**config.mk**
```make
export PLATFORM = sky130hd
export DESIGN_NAME = lfu_cache_lru_tiebreak
export DESIGN_NICKNAME = d
export VERILOG_FILES = /design/src/hw/rtl/lfuc_pkg.sv /design/src/hw/rtl/lfuc_ctrl.sv /design/src/hw/rtl/lfuc_dpath.sv /design/src/hw/rtl/lfu_cache_lru_tiebreak.sv
export SDC_FILE = /design/constraint.sdc
export NUM_CORES = 2
export LEC_CHECK = 0
export BUFFER_PORTS_ARGS = -buffer_cell sky130_fd_sc_hd__buf_4
export CORE_ASPECT_RATIO = 0.6
export CORE_UTILIZATION = 50
export CTS_CLUSTER_SIZE = 12
export DETAILED_ROUTE_END_ITERATION = 16
export GPL_TIMING_DRIVEN = 0
export HOLD_SLACK_MARGIN = 0.02
export PLACE_DENSITY = 0.66
export RECOVER_POWER = 25
export SLEW_MARGIN = 10
export SYNTH_ARGS = -nofsm -noshare
export SYNTH_HDL_FRONTEND = slang
export SYNTH_HIERARCHICAL = 1
export SYNTH_SLANG_ARGS = --single-unit
```
**constraint.sdc**
```tcl
create_clock -name clk_i -period 12.8 [get_ports clk_i]
set_input_delay 3.2 -clock clk_i [delete_from_list [all_inputs] [get_ports clk_i]]
set_output_delay 3.2 -clock clk_i [all_outputs]
set_load 0.05 [all_outputs]
```
**src/hw/rtl/lfuc_pkg.sv**
```systemverilog
// Shared types and constants for the LFU cache with recency tie breaking.
// Holds the request/response payload structs, the controller state encoding
// and the command/status structs between controller and datapath.
`timescale 1ns / 1ps

package lfuc_pkg;

  // Number of entry rows held in the cache
  localparam int unsigned Depth   = 16;
  localparam int unsigned IdxW    = $clog2(Depth);
  localparam int unsigned FillW   = $clog2(Depth + 1);
  localparam int unsigned CapW    = 5;
  localparam int unsigned CmpW    = (CapW > FillW) ? CapW : FillW;
  localparam int unsigned DataW   = 32;
  localparam int unsigned CntW    = 32;

  localparam logic [CapW-1:0] CapReset = CapW'(16);
  localparam logic [CntW-1:0] CntMax   = {CntW{1'b1}};

  // Request type codes
  localparam logic ReqGet = 1'b0;
  localparam logic ReqPut = 1'b1;

  typedef struct packed {
    logic                    req_type;
    logic signed [DataW-1:0] key;
    logic signed [DataW-1:0] value;
  } req_t;

  typedef struct packed {
    logic                    hit;
    logic signed [DataW-1:0] read_value;
    logic                    evicted;
    logic signed [DataW-1:0] evicted_key;
  } rsp_t;

  typedef enum logic [4:0] {
    StIdle   = 5'b00001,
    StLookup = 5'b00010,
    StPick   = 5'b00100,
    StOrder  = 5'b01000,
    StMove   = 5'b10000
  } state_e;

  // Controller to datapath
  typedef struct packed {
    logic accept;
    logic lookup;
    logic pick;
    logic order;
    logic move;
  } cmd_t;

  // Datapath to controller
  typedef struct packed {
    logic out_free;
  } status_t;

endpackage

```
**src/hw/rtl/lfuc_ctrl.sv**
```systemverilog
// Controller for the LFU cache: one-hot sequencer over lookup, row pick,
// order search and row move. Depends on lfuc_pkg.
`timescale 1ns / 1ps

module lfuc_ctrl (
  input  logic             clk_i,
  input  logic             rst_ni,
  input  logic             in_valid_i,
  output logic             in_stall_o,
  input  lfuc_pkg::status_t status_i,
  output lfuc_pkg::cmd_t    cmd_o
);
  import lfuc_pkg::*;

  state_e state_q, state_d;

  // Sequence one request through the datapath
  always_comb begin
    state_d = state_q;
    case (state_q)
      StIdle:   if (in_valid_i) state_d = StLookup;
      StLookup: state_d = StPick;
      StPick:   state_d = StOrder;
      StOrder:  state_d = StMove;
      StMove:   if (status_i.out_free) state_d = StIdle;
      default:  state_d = StIdle;
    endcase
  end

  always_ff @(posedge clk_i or negedge rst_ni) begin
    if (!rst_ni) begin
      state_q <= StIdle;
    end else begin
      state_q <= state_d;
    end
  end

  // Decode commands
  assign in_stall_o    = (state_q != StIdle);
  assign cmd_o.accept  = (state_q == StIdle) && in_valid_i;
  assign cmd_o.lookup  = (state_q == StLookup);
  assign cmd_o.pick    = (state_q == StPick);
  assign cmd_o.order   = (state_q == StOrder);
  assign cmd_o.move    = (state_q == StMove);

endmodule

```
**src/hw/rtl/lfuc_dpath.sv**
```systemverilog
// Datapath for the LFU cache: entry rows, key match, slot choice, order
// search, row shift and the output register. Depends on lfuc_pkg.
`timescale 1ns / 1ps

module lfuc_dpath (
  input  logic                      clk_i,
  input  logic                      rst_ni,
  input  logic                      cfg_we_i,
  input  logic [lfuc_pkg::CapW-1:0] cfg_wdata_i,
  input  lfuc_pkg::req_t            in_data_i,
  output logic                      out_valid_o,
  input  logic                      out_stall_i,
  output lfuc_pkg::rsp_t            out_data_o,
  input  lfuc_pkg::cmd_t            cmd_i,
  output lfuc_pkg::status_t         status_o
);
  import lfuc_pkg::*;

  // Entry rows, ordered by count then recency
  logic signed [DataW-1:0] key_q [Depth];
  logic signed [DataW-1:0] val_q [Depth];
  logic [CntW-1:0]         cnt_q [Depth];
  logic signed [DataW-1:0] prev_key [Depth];
  logic signed [DataW-1:0] prev_val [Depth];
  logic [CntW-1:0]         prev_cnt [Depth];

  logic [FillW-1:0] filled_q;
  logic [CapW-1:0]  cap_q;
  req_t             req_q;

  // Lookup results
  logic [IdxW-1:0] p_q, p_d;
  logic            hit_q, evict_q, append_q, touch_q;
  logic            evict_d, append_d, touch_d;
  logic [Depth-1:0] match;
  logic             any_hit;
  logic [IdxW-1:0]  hit_idx;
  logic [FillW-1:0] eff_cap;
  logic             full;

  // Touched entry and pending response
  logic signed [DataW-1:0] t_key_q, t_val_q;
  logic [CntW-1:0]         t_cnt_q;
  rsp_t                    rsp_pend_q;
  logic [IdxW-1:0]         q_q, q_d;

  logic out_valid_q;
  rsp_t out_data_q;
  logic out_free;
  logic do_move;

  // Clamp the capacity register to 1..Depth
  always_comb begin
    if (cap_q == '0) begin
      eff_cap = FillW'(1);
    end else if (CmpW'(cap_q) > CmpW'(Depth)) begin
      eff_cap = FillW'(Depth);
    end else begin
      eff_cap = FillW'(cap_q);
    end
  end

  // Match the key against every filled row, take the lowest hit
  always_comb begin
    hit_idx = '0;
    for (int i = 0; i < Depth; i++) begin
      match[i] = (FillW'(i) < filled_q) && (key_q[i] == req_q.key);
    end
    for (int i = Depth - 1; i >= 0; i--) begin
      if (match[i]) hit_idx = IdxW'(i);
    end
    any_hit = |match;
  end

  // Choose the slot to touch
  always_comb begin
    full     = (filled_q >= eff_cap);
    evict_d  = !any_hit && (req_q.req_type == ReqPut) && full;
    append_d = !any_hit && (req_q.req_type == ReqPut) && !full;
    touch_d  = any_hit || (req_q.req_type == ReqPut);
    if (any_hit) begin
      p_d = hit_idx;
    end else if (full) begin
      p_d = IdxW'(eff_cap - FillW'(1));
    end else begin
      p_d = IdxW'(filled_q);
    end
  end

  // Find where the touched entry lands: just behind the last earlier row
  // whose count exceeds its new count
  always_comb begin
    q_d = '0;
    for (int i = 0; i < Depth; i++) begin
      if ((IdxW'(i) < p_q) && (cnt_q[i] > t_cnt_q)) q_d = IdxW'(i + 1);
    end
  end

  // Neighbor taps for the shift
  assign prev_key[0] = key_q[0];
  assign prev_val[0] = val_q[0];
  assign prev_cnt[0] = cnt_q[0];
  for (genvar g = 1; g < Depth; g++) begin : g_tap
    assign prev_key[g] = key_q[g-1];
    assign prev_val[g] = val_q[g-1];
    assign prev_cnt[g] = cnt_q[g-1];
  end

  assign out_free = !out_valid_q || !out_stall_i;
  assign do_move  = cmd_i.move && out_free;

  // Control registers: capacity, fill and output valid
  always_ff @(posedge clk_i or negedge rst_ni) begin
    if (!rst_ni) begin
      cap_q       <= CapReset;
      filled_q    <= '0;
      out_valid_q <= 1'b0;
    end else begin
      if (cfg_we_i) cap_q <= cfg_wdata_i;
      if (cmd_i.pick && append_q) filled_q <= filled_q + FillW'(1);
      if (do_move) begin
        out_valid_q <= 1'b1;
      end else if (out_valid_q && !out_stall_i) begin
        out_valid_q <= 1'b0;
      end
    end
  end

  // Payload registers
  always_ff @(posedge clk_i) begin
    // Capture the request on transfer
    if (cmd_i.accept) req_q <= in_data_i;

    if (cmd_i.lookup) begin
      p_q      <= p_d;
      hit_q    <= any_hit;
      evict_q  <= evict_d;
      append_q <= append_d;
      touch_q  <= touch_d;
    end

    // Read the chosen row and form the touched entry and response
    if (cmd_i.pick) begin
      t_key_q <= hit_q ? key_q[p_q] : req_q.key;
      t_val_q <= (req_q.req_type == ReqPut) ? req_q.value : val_q[p_q];
      if (!hit_q) begin
        t_cnt_q <= CntW'(1);
      end else if (cnt_q[p_q] == CntMax) begin
        t_cnt_q <= cnt_q[p_q];
      end else begin
        t_cnt_q <= cnt_q[p_q] + CntW'(1);
      end
      rsp_pend_q.hit         <= hit_q;
      rsp_pend_q.read_value  <= (hit_q && (req_q.req_type == ReqGet)) ? val_q[p_q] : '0;
      rsp_pend_q.evicted     <= evict_q;
      rsp_pend_q.evicted_key <= evict_q ? key_q[p_q] : '0;
    end

    if (cmd_i.order) q_q <= q_d;

    // Shift rows q..p-1 back by one and drop the touched entry at q
    if (do_move && touch_q) begin
      for (int i = 0; i < Depth; i++) begin
        if (IdxW'(i) == q_q) begin
          key_q[i] <= t_key_q;
          val_q[i] <= t_val_q;
          cnt_q[i] <= t_cnt_q;
        end else if ((IdxW'(i) > q_q) && (IdxW'(i) <= p_q)) begin
          key_q[i] <= prev_key[i];
          val_q[i] <= prev_val[i];
          cnt_q[i] <= prev_cnt[i];
        end
      end
    end

    if (do_move) out_data_q <= rsp_pend_q;
  end

  assign out_valid_o       = out_valid_q;
  assign out_data_o        = out_data_q;
  assign status_o.out_free = out_free;

endmodule

```
**src/hw/rtl/lfu_cache_lru_tiebreak.sv**
```systemverilog
// Top level of the LFU key-value cache with recency tie breaking.
// Instantiates lfuc_ctrl and lfuc_dpath; depends on lfuc_pkg.
//
// Usage:
//   Requests arrive on in_valid_i / in_stall_o / in_data_i (get or put of a
//   key). Every request yields exactly one response on out_valid_o /
//   out_stall_i / out_data_o: hit flag, read value on a get hit, and the
//   evicted key when a put of a new key replaced an entry.
//   A request transfers while the block is idle; it then passes through
//   lookup, row pick, order search and the row move, which also loads the
//   response into the output register. No new request is taken until the
//   current one leaves its move step: the sequencer handles one at a time
//   because each request reorders the entry rows that the next one searches.
//   The output register lets the block take the next request while a
//   response waits; if the receiver keeps stalling, the next request halts
//   in its move step until the output register frees, so nothing is lost.
//   Reset empties the cache (fill count zero) and sets the capacity
//   register to 16; no clearing pass is needed. cfg_we_i / cfg_wdata_i
//   write the capacity register; write it only while the block is idle.
`timescale 1ns / 1ps

module lfu_cache_lru_tiebreak (
  input  logic                      clk_i,
  input  logic                      rst_ni,
  input  logic                      cfg_we_i,
  input  logic [lfuc_pkg::CapW-1:0] cfg_wdata_i,
  input  logic                      in_valid_i,
  output logic                      in_stall_o,
  input  lfuc_pkg::req_t            in_data_i,
  output logic                      out_valid_o,
  input  logic                      out_stall_i,
  output lfuc_pkg::rsp_t            out_data_o
);
  import lfuc_pkg::*;

  cmd_t    cmd;
  status_t status;

  lfuc_ctrl u_ctrl (
    .clk_i      (clk_i),
    .rst_ni     (rst_ni),
    .in_valid_i (in_valid_i),
    .in_stall_o (in_stall_o),
    .status_i   (status),
    .cmd_o      (cmd)
  );

  lfuc_dpath u_dpath (
    .clk_i       (clk_i),
    .rst_ni      (rst_ni),
    .cfg_we_i    (cfg_we_i),
    .cfg_wdata_i (cfg_wdata_i),
    .in_data_i   (in_data_i),
    .out_valid_o (out_valid_o),
    .out_stall_i (out_stall_i),
    .out_data_o  (out_data_o),
    .cmd_i       (cmd),
    .status_o    (status)
  );

endmodule

```
==> run summary <==
- crit path kind: in -> reg
- type of element launching the critical path: primary input
- share of post-route cells with drive strength above 1: 30.5%
- largest fanout on the critical path: 26
- sequence of cells on the critical path: clkbuf_4 -> nand2_1 -> and2_0 -> clkbuf_1 -> nand2_1 -> nor2_1 -> clkbuf_1 -> buf_12
- Rows: 130
- Post-Synthesis Cells: 7323
- placed cell area: 113000 um2
- proportion of synthesized chip area in sequential cells: 52.7%
- Final GP Congestion: 1.09
- Leakage: 39.9 nW
- crit path capture type: flop
- critical hold path startpoint: u_dpath/rsp_pend_q[8]$_SDFFCE_PN0P_
- relative max-transition margin: -122%
- pin count of the biggest net entering global routing: 42
- worst hold-check path type: reg -> reg
- power density of the placed cells: 149 nW/um2
- CTS resizes: 0
- highest-count cells in the layout ignoring fill and taps: edfxtp_1, mux2_2, ha_1
- placeable core region: 210000 um2
- CP Data Required Time: 13340 ps
- deepest clock path buffer count: 4
- count of final setup violators: 0
- maximum achievable frequency: 0.0927 GHz
- post-route minimum period: 10790 ps
- aggregate global-route resource usage: 43.2%
- cts-stage hold buffer count: 0
- predominant post-synthesis flop cell: edfxtp_1
- number of hold violations in the final report: 0
- transition at the pin with the smallest max-transition slack: 3330 ps
- clock tree root buffer cell: clkbuf_16
- Filler cells: 16.9k
- clk_skew: 55.4 ps
- failing checks: max-capacitance violations, max-slew violations
- wire length reported by the detailed router: 471000 um
- total CTS buffers: 196
- CP max stage delay: 2380 ps
- first-iteration detailed-routing DRC count: 14.2k
- number of remaining DRC errors: 0
- Reg2Reg Capture Point: u_dpath/key_q[12][30]$_DFFE_PP_
- signed area change from the synthesized netlist to the final layout: 11.7%
- die outline width: 596 um
- end point of the worst hold path: u_dpath/out_data_o[8]$_DFFE_PP_
- period utilization: 84.3%
- unrepaired setup endpoints after global routing: no
- net count after synthesis: 7886
- post-CTS setup repair buffer count: 0
- power consumption: 0.0176 W
- number of antenna violations at the first check in global routing: 49
- Die Height: 358 um
- routed wire length per instance: 43.8 um
- number of enable flip-flop cells after synthesis: 1841
- r2r worst-path depth: 9
- origin of the critical flop-to-flop path: u_ctrl/state_q[2]$_DFFE_PN0P_
- status: finished, violations left
- slowest CP cell: clkbuf_1
- detailed-routing iteration count for the pre-antenna-repair pass: 14
- number of levels in the clock H-tree: 4
- MaxCap Viol Count: 35
- Die Area: 214000 um2
- number of nets in the finished design: 8390
- total I/O pin count: 143
- synth unique cells: 90
- sequential standard cell area: 55800 um2
- area of the multi-input gates: 48200 um2
- routed via count: 78.2k
- maximum ir drop on the vdd rail: 0.000118 V
- clock transition at the registers of the reported paths: 60 ps
- number of stages on the worst hold path: 0
- Core Util, Final: 56.4%
- final-report max-slew violation count: 595
- slack of the worst reg-to-reg path: 3730 ps
- CP Data Arrival Time: 11330 ps
- Layout Cell Area excl Fill: 118000 um2
- number of sinks handled by clock tree synthesis: 1861
- via/cell ratio: 7.29
- post-detail-place hpwl: 363000 um
- latest clock arrival within the worst-skew pair: 900 ps
- share of flip-flops with an asynchronous set or reset after synthesis: 0.860%
- number of synthesized register bits: 1861
- number of nets with antenna violations after detailed routing: 0
- initial core utilization: 50.5%
- PortBufs: 142
- most frequent standard cell in the layout excluding fill and tap cells: edfxtp_1
- number of global-route vias before repair: 70.8k
- CTS tree: built
- post-synthesis area per instance: 14.5 um2
- first-pass GRT wire length: 624000 um
- residual overflow from global routing: 0
- Yosys warning count: 6
- netlist area before placement: 106000 um2
==> cells in the mapped netlist, types with 28 or more instances <==
master	number	area, um2
inv_1	68	255
xor2_1	392	3430
a21oi_1	147	736
nand2_1	430	1610
mux4_2	459	10300
xnor2_1	147	1290
a21o_1	46	345
nand4_1	162	1010
mux2_2	1317	14800
buf_2	65	325
nor2_1	139	522
buf_1	62	233
a211oi_1	30	225
nand3_1	97	485
and2_1	97	607
nor3_1	76	380
o21ai_0	278	1390
nor4_1	179	1120
nor2b_1	32	200
nand2b_1	35	219
o211ai_1	28	210
edfxtp_1	1841	55300
ha_1	488	6110
clkbuf_1	328	1230
==> cell families after synthesis <==
| group | after synthesis | synth area share, % |
|---|---|---|
| AO/OA/AOI/OAI | 707 | 4.11 |
| adder cells (fa/ha/maj) | 488 | 5.77 |
| multiplexers | 1793 | 23.9 |
| XOR/XNOR | 539 | 4.46 |
| AND/OR/NAND/NOR | 1383 | 6.86 |
| buffers and inverters | 552 | 2.20 |
| flip-flops | 1861 | 52.7 |
==> per-stage QoR <==
step,cells,setup slack [ps],hold slack [ps],TNS [ps]
6_report,10700,2010,397,0
5_1_grt,10700,2450,408,0
4_1_cts,10700,5060,389,0
3_5_place_dp,10400,4180,405,0
3_3_place_gp,10200,-13760,401,-9937190
2_1_floorplan,7323,141,400,0
==> power breakdown <==
group | internal (W) | switching [W] | total (W)
combinational | 0.00173 | 0.00342 | 0.00515
sequential | 0.00690 | 0.000101 | 0.00700
clock | 0.00295 | 0.00250 | 0.00545
total | 0.0116 | 0.00602 | 0.0176
==> worst max-delay path by stage <==
stage	from	end	slack, ps	cells after the start
2_1_floorplan	out_stall_i	u_dpath/cnt_q[11][0]$_DFFE_PP_	140	4
3_3_place_gp	out_stall_i	u_dpath/cnt_q[11][11]$_DFFE_PP_	-13760	5
3_5_place_dp	out_stall_i	u_dpath/cnt_q[1][31]$_DFFE_PP_	4180	13
4_1_cts	out_stall_i	u_dpath/cnt_q[1][31]$_DFFE_PP_	5060	13
5_1_grt	out_stall_i	u_dpath/key_q[10][19]$_DFFE_PP_	2450	8
6_report	out_stall_i	u_dpath/key_q[12][30]$_DFFE_PP_	2010	8
==> per-layer routing <==
metal | part of all wire (%) | up-vias | routed length [um] | GRT usage, %
met4 | 3.2 | 48 | 14900 | 11.4
met1 | 40 | 40300 | 190000 | 62.7
met2 | 36 | 7096 | 170000 | 52.5
met3 | 20 | 837 | 94400 | 26.7
li1 | - | 30000 | - | -
met5 | 0.25 | - | 1190 | 0.828
==> flip-flops by register name (all words and copies together) (netlist names), 5 cells and up, named ones only <==
register	flops
u_ctrl/state_q	5
u_dpath/cap_q	5
u_dpath/cnt_q	512
u_dpath/filled_q	5
u_dpath/key_q	512
u_dpath/out_data_o	66
u_dpath/req_q	65
u_dpath/rsp_pend_q	66
u_dpath/t_cnt_q	32
u_dpath/t_key_q	32
u_dpath/t_val_q	32
u_dpath/val_q	512
==> worst max-delay path, delay by kind of cell <==
family                 cells  cell delay (ps)
buffers and inverters      4             4330
AND/OR/NAND/NOR            4             3700
==> area by class of cell <==
class | instances | share of cell area (%)
repair buffers | 306 | 2.43
well taps | 2772 | 2.93
plain buffers | 482 | 1.77
inverters | 70 | 0.222
clock buffers | 239 | 4.33
flip-flops and latches | 1861 | 47.1
diodes | 35 | 0.0740
clock inverters | 57 | 0.400
multi-input cells | 4910 | 40.7
Power figures use the tool's default switching activity.
